==> src/rtl/ahbt_pkg.sv <==
`default_nettype none
package ahbt_pkg;

   typedef enum logic [1:0] {
      CMD_FLAG = 2'd0,
      CMD_DATA = 2'd1,
      CMD_FCS  = 2'd2,
      CMD_NONE = 2'd3
   } cmd_code_type;

   localparam logic [15:0] CRC_POLY    = 16'h8408;
   localparam logic [15:0] CRC_PRESET  = 16'hFFFF;
   localparam logic [7:0]  FLAG_BYTE   = 8'h7E;
   localparam logic [7:0]  BYTE_MASK   = 8'hFF;
   localparam logic [2:0]  STUFF_LIMIT = 3'd5;
   localparam logic [4:0]  BYTE_BITS   = 5'd8;
   localparam logic [4:0]  FCS_BITS    = 5'd16;

   typedef struct packed {
      logic load;
      logic send_bit;
      logic send_stuff;
   } ctrl_cmd_type;

   typedef struct packed {
      logic slot_free;
      logic stuff_due;
      logic final_bit;
      logic all_sent;
   } dpath_stat_type;

endpackage
`default_nettype wire

==> src/rtl/ahbt_ctrl.sv <==
`default_nettype none
module ahbt_ctrl
   import ahbt_pkg::*;
(
   input  wire logic           clock,
   input  wire logic           reset,
   input  wire logic           req_valid,
   input  wire logic [1:0]     req_command,
   output logic                req_ready,
   output ctrl_cmd_type        cmd,
   input  wire dpath_stat_type stat
);

   typedef enum logic [2:0] {
      ST_IDLE  = 3'b001,
      ST_BIT   = 3'b010,
      ST_STUFF = 3'b100
   } state_type;

   state_type state_ff, state_in;
   logic      cmd_ok;

   assign cmd_ok = (req_command != CMD_NONE);

   always_comb begin
      state_in       = state_ff;
      req_ready      = 1'b0;
      cmd.load       = 1'b0;
      cmd.send_bit   = 1'b0;
      cmd.send_stuff = 1'b0;
      case (state_ff)
         ST_IDLE: begin
            req_ready = 1'b1;
            if (req_valid && cmd_ok) begin
               cmd.load = 1'b1;
               state_in = ST_BIT;
            end
         end
         ST_BIT: begin
            if (stat.slot_free) begin
               cmd.send_bit = 1'b1;
               if (stat.stuff_due) begin
                  state_in = ST_STUFF;
               end else if (stat.final_bit) begin
                  state_in = ST_IDLE;
               end
            end
         end
         ST_STUFF: begin
            if (stat.slot_free) begin
               cmd.send_stuff = 1'b1;
               state_in = stat.all_sent ? ST_IDLE : ST_BIT;
            end
         end
         default: begin
            state_in = ST_IDLE;
         end
      endcase
   end

   always_ff @(posedge clock) begin
      if (reset) begin
         state_ff <= ST_IDLE;
      end else begin
         state_ff <= state_in;
      end
   end

endmodule
`default_nettype wire

==> src/rtl/ahbt_dpath.sv <==
`default_nettype none
module ahbt_dpath
   import ahbt_pkg::*;
(
   input  wire logic         clock,
   input  wire logic         reset,
   input  wire logic [1:0]   req_command,
   input  wire logic [7:0]   req_data_byte,
   input  wire ctrl_cmd_type cmd,
   output dpath_stat_type    stat,
   output logic              rsp_valid,
   input  wire logic         rsp_ready,
   output logic              rsp_line_tone,
   output logic              rsp_stuffed,
   output logic              rsp_last
);

   logic [15:0] crc_ff, crc_in;
   logic [2:0]  ones_ff, ones_in;
   logic        tone_ff, tone_in;
   logic [15:0] shift_ff, shift_in;
   logic [4:0]  left_ff, left_in;
   logic        flag_ff, flag_in;
   logic        valid_ff, valid_in;
   logic        out_tone_ff, out_tone_in;
   logic        out_stuffed_ff, out_stuffed_in;
   logic        out_last_ff, out_last_in;
   logic        cur_bit;
   logic        mix;

   assign cur_bit = shift_ff[0];
   assign mix     = crc_ff[0] ^ cur_bit;

   assign stat.slot_free = !valid_ff || rsp_ready;
   assign stat.stuff_due = cur_bit && !flag_ff && (ones_ff == (STUFF_LIMIT - 3'd1));
   assign stat.final_bit = (left_ff == 5'd1);
   assign stat.all_sent  = (left_ff == 5'd0);

   always_comb begin
      crc_in         = crc_ff;
      ones_in        = ones_ff;
      tone_in        = tone_ff;
      shift_in       = shift_ff;
      left_in        = left_ff;
      flag_in        = flag_ff;
      valid_in       = valid_ff && !rsp_ready;
      out_tone_in    = out_tone_ff;
      out_stuffed_in = out_stuffed_ff;
      out_last_in    = out_last_ff;
      if (cmd.load) begin
         case (req_command)
            CMD_FLAG: begin
               shift_in = {8'h00, FLAG_BYTE};
               left_in  = BYTE_BITS;
               flag_in  = 1'b1;
               ones_in  = 3'd0;
               crc_in   = CRC_PRESET;
            end
            CMD_DATA: begin
               shift_in = {8'h00, req_data_byte};
               left_in  = BYTE_BITS;
               flag_in  = 1'b0;
            end
            CMD_FCS: begin
               shift_in = {crc_ff[15:8] ^ BYTE_MASK, crc_ff[7:0] ^ BYTE_MASK};
               left_in  = FCS_BITS;
               flag_in  = 1'b0;
            end
            default: begin
               flag_in = flag_ff;
            end
         endcase
      end
      if (cmd.send_bit) begin
         shift_in = {1'b0, shift_ff[15:1]};
         left_in  = left_ff - 5'd1;
         if (!cur_bit) begin
            tone_in = !tone_ff;
         end
         if (!flag_ff) begin
            crc_in = {1'b0, crc_ff[15:1]} ^ (mix ? CRC_POLY : 16'h0000);
            ones_in = cur_bit ? ones_ff + 3'd1 : 3'd0;
         end
         valid_in       = 1'b1;
         out_tone_in    = cur_bit ? tone_ff : !tone_ff;
         out_stuffed_in = 1'b0;
         out_last_in    = stat.final_bit && !stat.stuff_due;
      end
      if (cmd.send_stuff) begin
         tone_in        = !tone_ff;
         ones_in        = 3'd0;
         valid_in       = 1'b1;
         out_tone_in    = !tone_ff;
         out_stuffed_in = 1'b1;
         out_last_in    = stat.all_sent;
      end
   end

   always_ff @(posedge clock) begin
      if (reset) begin
         crc_ff   <= CRC_PRESET;
         ones_ff  <= 3'd0;
         tone_ff  <= 1'b0;
         valid_ff <= 1'b0;
         left_ff  <= 5'd0;
         flag_ff  <= 1'b0;
      end else begin
         crc_ff   <= crc_in;
         ones_ff  <= ones_in;
         tone_ff  <= tone_in;
         valid_ff <= valid_in;
         left_ff  <= left_in;
         flag_ff  <= flag_in;
      end
   end

   always_ff @(posedge clock) begin
      shift_ff       <= shift_in;
      out_tone_ff    <= out_tone_in;
      out_stuffed_ff <= out_stuffed_in;
      out_last_ff    <= out_last_in;
   end

   assign rsp_valid     = valid_ff;
   assign rsp_line_tone = out_tone_ff;
   assign rsp_stuffed   = out_stuffed_ff;
   assign rsp_last      = out_last_ff;

endmodule
`default_nettype wire

==> src/rtl/ax25_hdlc_bit_transmitter.sv <==
// hdlc bit transmitter with bit stuffing, nrzi coding and crc-16 fcs
// input channel req_*: one word carries a command (flag, data, fcs) and a byte;
//    req_ready is high only while the block is idle, one word is worked at a time
// output channel rsp_*: one word per line bit time with the nrzi tone, a
//    stuffed marker and a last marker on the final bit time of an input word
// a flag gives 8 words, a data byte 8 to 10, an fcs 16 to 20 (stuffed zeros
//    follow every fifth one in a row outside flags)
// the first bit word is registered from the bit state that follows the load
// throughput: one bit word per cycle from the shift register and crc unit
//    while rsp_ready holds; each input word is also loaded in the idle state
// unused command code: taken while idle, no output, state unchanged
// a stalled receiver holds the output register; no bit is lost, the bit
//    stream simply pauses until rsp_ready returns
// reset: crc preset to all ones, ones count cleared, line tone low, idle
`default_nettype none
module ax25_hdlc_bit_transmitter
   import ahbt_pkg::*;
(
   input  wire logic       clock,
   input  wire logic       reset,
   input  wire logic       req_valid,
   output logic            req_ready,
   input  wire logic [1:0] req_command,
   input  wire logic [7:0] req_data_byte,
   output logic            rsp_valid,
   input  wire logic       rsp_ready,
   output logic            rsp_line_tone,
   output logic            rsp_stuffed,
   output logic            rsp_last
);

   ctrl_cmd_type   cmd;
   dpath_stat_type stat;

   ahbt_ctrl u_ctrl (
      .clock       (clock),
      .reset       (reset),
      .req_valid   (req_valid),
      .req_command (req_command),
      .req_ready   (req_ready),
      .cmd         (cmd),
      .stat        (stat)
   );

   ahbt_dpath u_dpath (
      .clock         (clock),
      .reset         (reset),
      .req_command   (req_command),
      .req_data_byte (req_data_byte),
      .cmd           (cmd),
      .stat          (stat),
      .rsp_valid     (rsp_valid),
      .rsp_ready     (rsp_ready),
      .rsp_line_tone (rsp_line_tone),
      .rsp_stuffed   (rsp_stuffed),
      .rsp_last      (rsp_last)
   );

   a_busy_after_word: assert property (@(posedge clock) disable iff (reset)
      req_valid && req_ready && (req_command != CMD_NONE) |=> !req_ready)
      else $error("block took a word while busy");

   a_none_stays_idle: assert property (@(posedge clock) disable iff (reset)
      req_valid && req_ready && (req_command == CMD_NONE) |=> req_ready && !cmd.send_bit)
      else $error("unused command started a transfer");

   a_stuff_toggles: assert property (@(posedge clock) disable iff (reset)
      cmd.send_stuff |-> stat.slot_free && !req_ready)
      else $error("stuff bit sent into a full output register");

endmodule
`default_nettype wire

==> config.mk <==
export PLATFORM = sky130hd
export DESIGN_NAME = ax25_hdlc_bit_transmitter
export DESIGN_NICKNAME = d
export VERILOG_FILES = /design/src/rtl/ahbt_pkg.sv /design/src/rtl/ahbt_ctrl.sv /design/src/rtl/ahbt_dpath.sv /design/src/rtl/ax25_hdlc_bit_transmitter.sv
export SDC_FILE = /design/constraint.sdc
export NUM_CORES = 1
export LEC_CHECK = 0
export BUFFER_PORTS_ARGS = -buffer_cell sky130_fd_sc_hd__clkbuf_2
export CAP_MARGIN = 20
export CELL_PAD_IN_SITES_DETAIL_PLACEMENT = 0
export CELL_PAD_IN_SITES_GLOBAL_PLACEMENT = 1
export CORE_ASPECT_RATIO = 2
export CORE_MARGIN = 2
export CORE_UTILIZATION = 42
export DETAILED_ROUTE_END_ITERATION = 12
export MAX_ROUTING_LAYER = met4
export PLACE_DENSITY_LB_ADDON = 0.25
export SLEW_MARGIN = 15
export SYNTH_ARGS = -nofsm -noshare
export SYNTH_HDL_FRONTEND = slang
export SYNTH_SLANG_ARGS = --single-unit
==> constraint.sdc <==
create_clock -name clock -period 1.8 [get_ports clock]
set_input_delay 0.27 -clock clock [delete_from_list [all_inputs] [get_ports clock]]
set_output_delay 0.27 -clock clock [all_outputs]
set_load 0.1 [all_outputs]
==> reports/results.md <==
| Result | This run | Unit |
|:---|:---|:---|
| Outcome | finished clean | - |
| Cell with the largest stage delay on the worst path | sky130_fd_sc_hd__or3b_4 | - |
| Number of endpoints failing setup at the final stage | 0 | - |
| Kind of end point of the critical path | flop | - |
| Wire length of the first global-routing pass | 8320 | um |
| Post-DP HPWL | 3830 | um |
| Count of standard-cell rows | 38 | - |
| Worst reg2reg path endpoint | u_dpath.shift_ff[1] | - |
| Cell count after synthesis | 231 | - |
| Maximum number of pins on one net before global-route repair | 21 | - |
| Max Transition Viols Final | 0 | - |
| Count of routing violations after the opening detailed-route iteration | 79 | - |
| Count of max-cap constraint violations | 0 | - |
| CP Data Required Time | 1.77 | ns |
| Area of the placeable core | 0.00547 | mm2 |
| Worst path max stage delay | 0.44 | ns |
| Number of placed cells counting well taps | 314 | - |
| Max frequency | 584 | MHz |
| Worst-case clock skew | 0.00679 | ns |
| Vias in the first global route | 1,872 | - |
| Hold path depth | 2 | - |
| Final antenna diode count | 0 | - |
| Synthesized net count | 254 | - |
| Number of buffers created by CTS | 5 | - |
| Number of H-tree branching levels | 2 | - |
| Iteration count of the initial detailed-routing pass | 4 | - |
| Count of placed standard cells in the final layout, fillers left out | 322 | - |
| GRT Util Overall | 16.9 | % |
| Cell leakage power | 1.03 | nW |
| Hold/Removal Path Class | in -> reg | - |
| Remaining max-slew budget at the tightest pin | 64.0 | % |
| Worst path cell trace | or3b_4 > inv_8 > a32oi_1 > inv_2 | - |
| PD cells | 1240 | mW/mm2 |
| Number of nets with antenna violations after detailed routing | 0 | - |
| Number of buffers inserted by hold repair at cts | 0 | - |
| Crit path time final | 1.71 | ns |
| Worst R2R Start | u_ctrl.state_ff[0] | - |
| Number of nets at the end of the flow | 284 | - |
| Syn Area/Cell | 10.3 | um2 |
| Flop-to-flop setup slack | 0.09 | ns |
| End point of the most critical hold path | u_dpath.flag_ff | - |
| Clk Tree Root Cell | sky130_fd_sc_hd__clkbuf_8 | - |
| Top_reg_cell synth | sky130_fd_sc_hd__dfxtp_1 | - |
| Synth Register Bits | 49 | - |
| Setup slack after layout | 0.0889 | ns |
| Final number of hold-violating endpoints | 0 | - |
| Detailed-route vias per instance | 5.73 | - |
| Critical path fanouts, max | 15 | - |
| TritonCTS clock tree | done | - |
| Buf/Inv on CP | 2 | - |
| Post-DR wirelength/cell | 15.7 | um |
| Clock Pin Slew Worst Setup and Hold Paths | 0.09 | ns |
| DIE HEIGHT | 111 | um |
| Starting density of the core | 43.7 | % |
| Post-synthesis instance area | 0.00239 | mm2 |
| Setup repair after global routing missed its margin | false | - |
| Insertion delay of the later-clocked pin in the worst-skew pair | 0.30 | ns |
| Slew at the pin closest to its max-slew limit | 0.542 | ns |
| Via count | 1,844 | - |
| Routability congestion estimate from global placement | 0.905 | - |
| Final wirelength | 5070 | um |
| Type of the worst setup path | reg -> reg | - |
| Proportion of synthesized flip-flops having asynchronous set or reset | 0 | % |
| Synthesis Warnings | 0 | - |
| Place WS | -0.0517 | ns |
| Area of the die | 0.00634 | mm2 |
| Worst path arrival time | 1.68 | ns |
| Max VDD drop | 0.00122 | V |
| Number of antenna violations at the first check in global routing | 0 | - |
| Fraction of final layout cells sized beyond drive strength 1 | 22.9 | % |
| Post-CTS Setup Repair Bufs | 0 | - |
| DRC Markers | 0 | - |
| I/O pin count | 19 | - |
| Kind of start point of the critical path | flop | - |
| Port Buf Inserts | 18 | - |
| Clock Path Buffers | 2 | - |
| Top delay family on crit path | simple AND/OR/NAND/NOR gates | - |
| Launch instance of the worst min-delay path | reset | - |
| Sink count of the clock tree | 49 | - |
| Share of the clock period used by the worst path after layout | 95.1 | % |
| Sequential cell area fraction in the yosys report | 48.2 | % |
| Layout overhead on the synthesized area | 15.4 | % |
| Total gr overflow | 0 | - |
| Die extent in x | 57.3 | um |
| Number of synthesized flops with an enable pin | 17 | - |
| Reg2Reg Depth | 4 | - |
| Count of cell types in the netlist | 52 | - |
## flip-flops by register name, indices dropped and copies added (netlist names)
| signal | cells |
|---|---|
| u_dpath.rsp_last | 1 |
| u_dpath.shift_ff | 16 |
| u_dpath.tone_ff | 1 |
| u_ctrl.state_ff | 3 |
| u_dpath.rsp_line_tone | 1 |
| u_dpath.rsp_valid | 1 |
| u_dpath.rsp_stuffed | 1 |
| u_dpath.ones_ff | 3 |
| u_dpath.flag_ff | 1 |
| u_dpath.left_ff | 5 |
| u_dpath.crc_ff | 16 |
## cell type report
cell class	count	area, um2
fill	545	2710
sequential	49	1160
multi-input combinational	158	1130
timing repair buffer	37	260
clock buffer	7	76.3
tap	60	75.1
inverter	10	45.0
clock inverter	1	7.51
## where the power goes
| part | total [W] | internal, W | switching (W) | leakage, nW |
|---|---|---|---|---|
| logic | 0.00131 | 0.000531 | 0.000783 | 0.575 |
| clock network | 0.000634 | 0.000276 | 0.000358 | 0.0385 |
| registers | 0.00146 | 0.00135 | 0.000111 | 0.420 |
| total | 0.00340 | 0.00215 | 0.00125 | 1.03 |
## Yosys cell counts, drive strengths merged (2+ instances only)
cell / number / area (um2)
a211oi: 2 / 15.0
a21oi: 3 / 15.0
a2bb2oi: 9 / 78.8
a31oi: 8 / 50.1
buf: 10 / 76.3
clkbuf: 4 / 15.0
dfxtp: 32 / 641
edfxtp: 17 / 510
ha: 9 / 113
inv: 9 / 33.8
mux2i: 2 / 20.0
nand2: 24 / 92.6
nand2b: 3 / 18.8
nand3: 7 / 47.6
nand3b: 3 / 22.5
nand4b: 2 / 17.5
nor2: 19 / 71.3
nor2b: 3 / 18.8
nor3: 3 / 15.0
o211ai: 3 / 27.5
o21ai: 8 / 40.0
o22a: 16 / 140
o31ai: 7 / 52.6
or3: 2 / 12.5
or3b: 2 / 20.0
xnor2: 2 / 17.5
xor2: 5 / 43.8
## timing repair
action / 4_1_cts / 5_1_grt
pin swaps: 0 / 0
endpoints found under the setup margin: 2 / 32
resized for setup: 1 / 6
cloned: 0 / 0
## placed cells by master (no fill, tap or decap), types with 2 or more instances in the layout
master and n:
sky130_fd_sc_hd__or3b_4 2, sky130_fd_sc_hd__o211ai_1 2, sky130_fd_sc_hd__a21oi_1 3, sky130_fd_sc_hd__inv_1 7, sky130_fd_sc_hd__clkbuf_2 17, sky130_fd_sc_hd__ha_1 9
sky130_fd_sc_hd__nand2_1 23, sky130_fd_sc_hd__mux2i_1 2, sky130_fd_sc_hd__a211oi_1 2, sky130_fd_sc_hd__o22a_1 16, sky130_fd_sc_hd__nor3_1 3, sky130_fd_sc_hd__a31oi_1 8
sky130_fd_sc_hd__xor2_1 5, sky130_fd_sc_hd__dfxtp_1 28, sky130_fd_sc_hd__dfxtp_2 4, sky130_fd_sc_hd__nand4b_1 2, sky130_fd_sc_hd__edfxtp_1 17, sky130_fd_sc_hd__o31ai_1 7
sky130_fd_sc_hd__buf_12 2, sky130_fd_sc_hd__nand2b_1 3, sky130_fd_sc_hd__nand3_1 6, sky130_fd_sc_hd__nor2b_1 3, sky130_fd_sc_hd__clkbuf_1 2, sky130_fd_sc_hd__a2bb2oi_1 9
sky130_fd_sc_hd__nand3b_1 3, sky130_fd_sc_hd__clkbuf_8 5, sky130_fd_sc_hd__nor2_1 19, sky130_fd_sc_hd__xnor2_1 2, sky130_fd_sc_hd__buf_4 18, sky130_fd_sc_hd__or3_1 2
sky130_fd_sc_hd__o21ai_0 8
## through the flow
step	setup TNS, ns	hold slack (ns)	util [%]	instance area (um2)	power [W]
global placement	-0.782	0.432	48.3	2640	0.00275
finish	0	0.191	50.4	2750	0.00340
global route	0	0.204	50.4	2750	0.00358
floorplan	0	0.441	-	2400	0.00238
CTS	0	0.172	49.9	2730	0.00339
detailed placement	-0.977	0.441	48.3	2640	0.00275
## layer usage
metal	vias up	global-route usage (%)	share of wire (%)	routed length [um]
met5	-	-	0	0
met4	0	9.61	4.5	226
met3	21	2.34	3.2	163
met2	45	30.7	54	2720
met1	871	16.4	39	1960
li1	907	-	-	-
## kinds of logic (layout without fill, tap and decap cells)
| logic type | after synthesis | after routing | synth area share [%] |
|---|---|---|---|
| AOI/OAI and AO/OA | 63 | 63 | 20.1 |
| xor gates and xnor gates | 7 | 7 | 2.57 |
| adders and majority gates | 9 | 9 | 4.72 |
| buffers and inverters | 24 | 55 | 5.40 |
| DFF | 49 | 49 | 48.2 |
| muxes | 3 | 3 | 1.31 |
| and+or+nand+nor | 76 | 76 | 17.7 |
## worst max path at each step
stage,from,end,depth (start not counted)
2_1_floorplan,u_ctrl.state_ff[0],u_dpath.shift_ff[0],5
3_3_place_gp,req_command[0],u_dpath.shift_ff[3],6
3_5_place_dp,req_command[0],u_dpath.shift_ff[2],6
4_1_cts,u_ctrl.state_ff[2],u_dpath.crc_ff[14],4
5_1_grt,u_ctrl.state_ff[0],u_dpath.shift_ff[9],4
6_report,u_ctrl.state_ff[0],u_dpath.shift_ff[1],4
No activity file was read; power rests on OpenSTA's default activity.
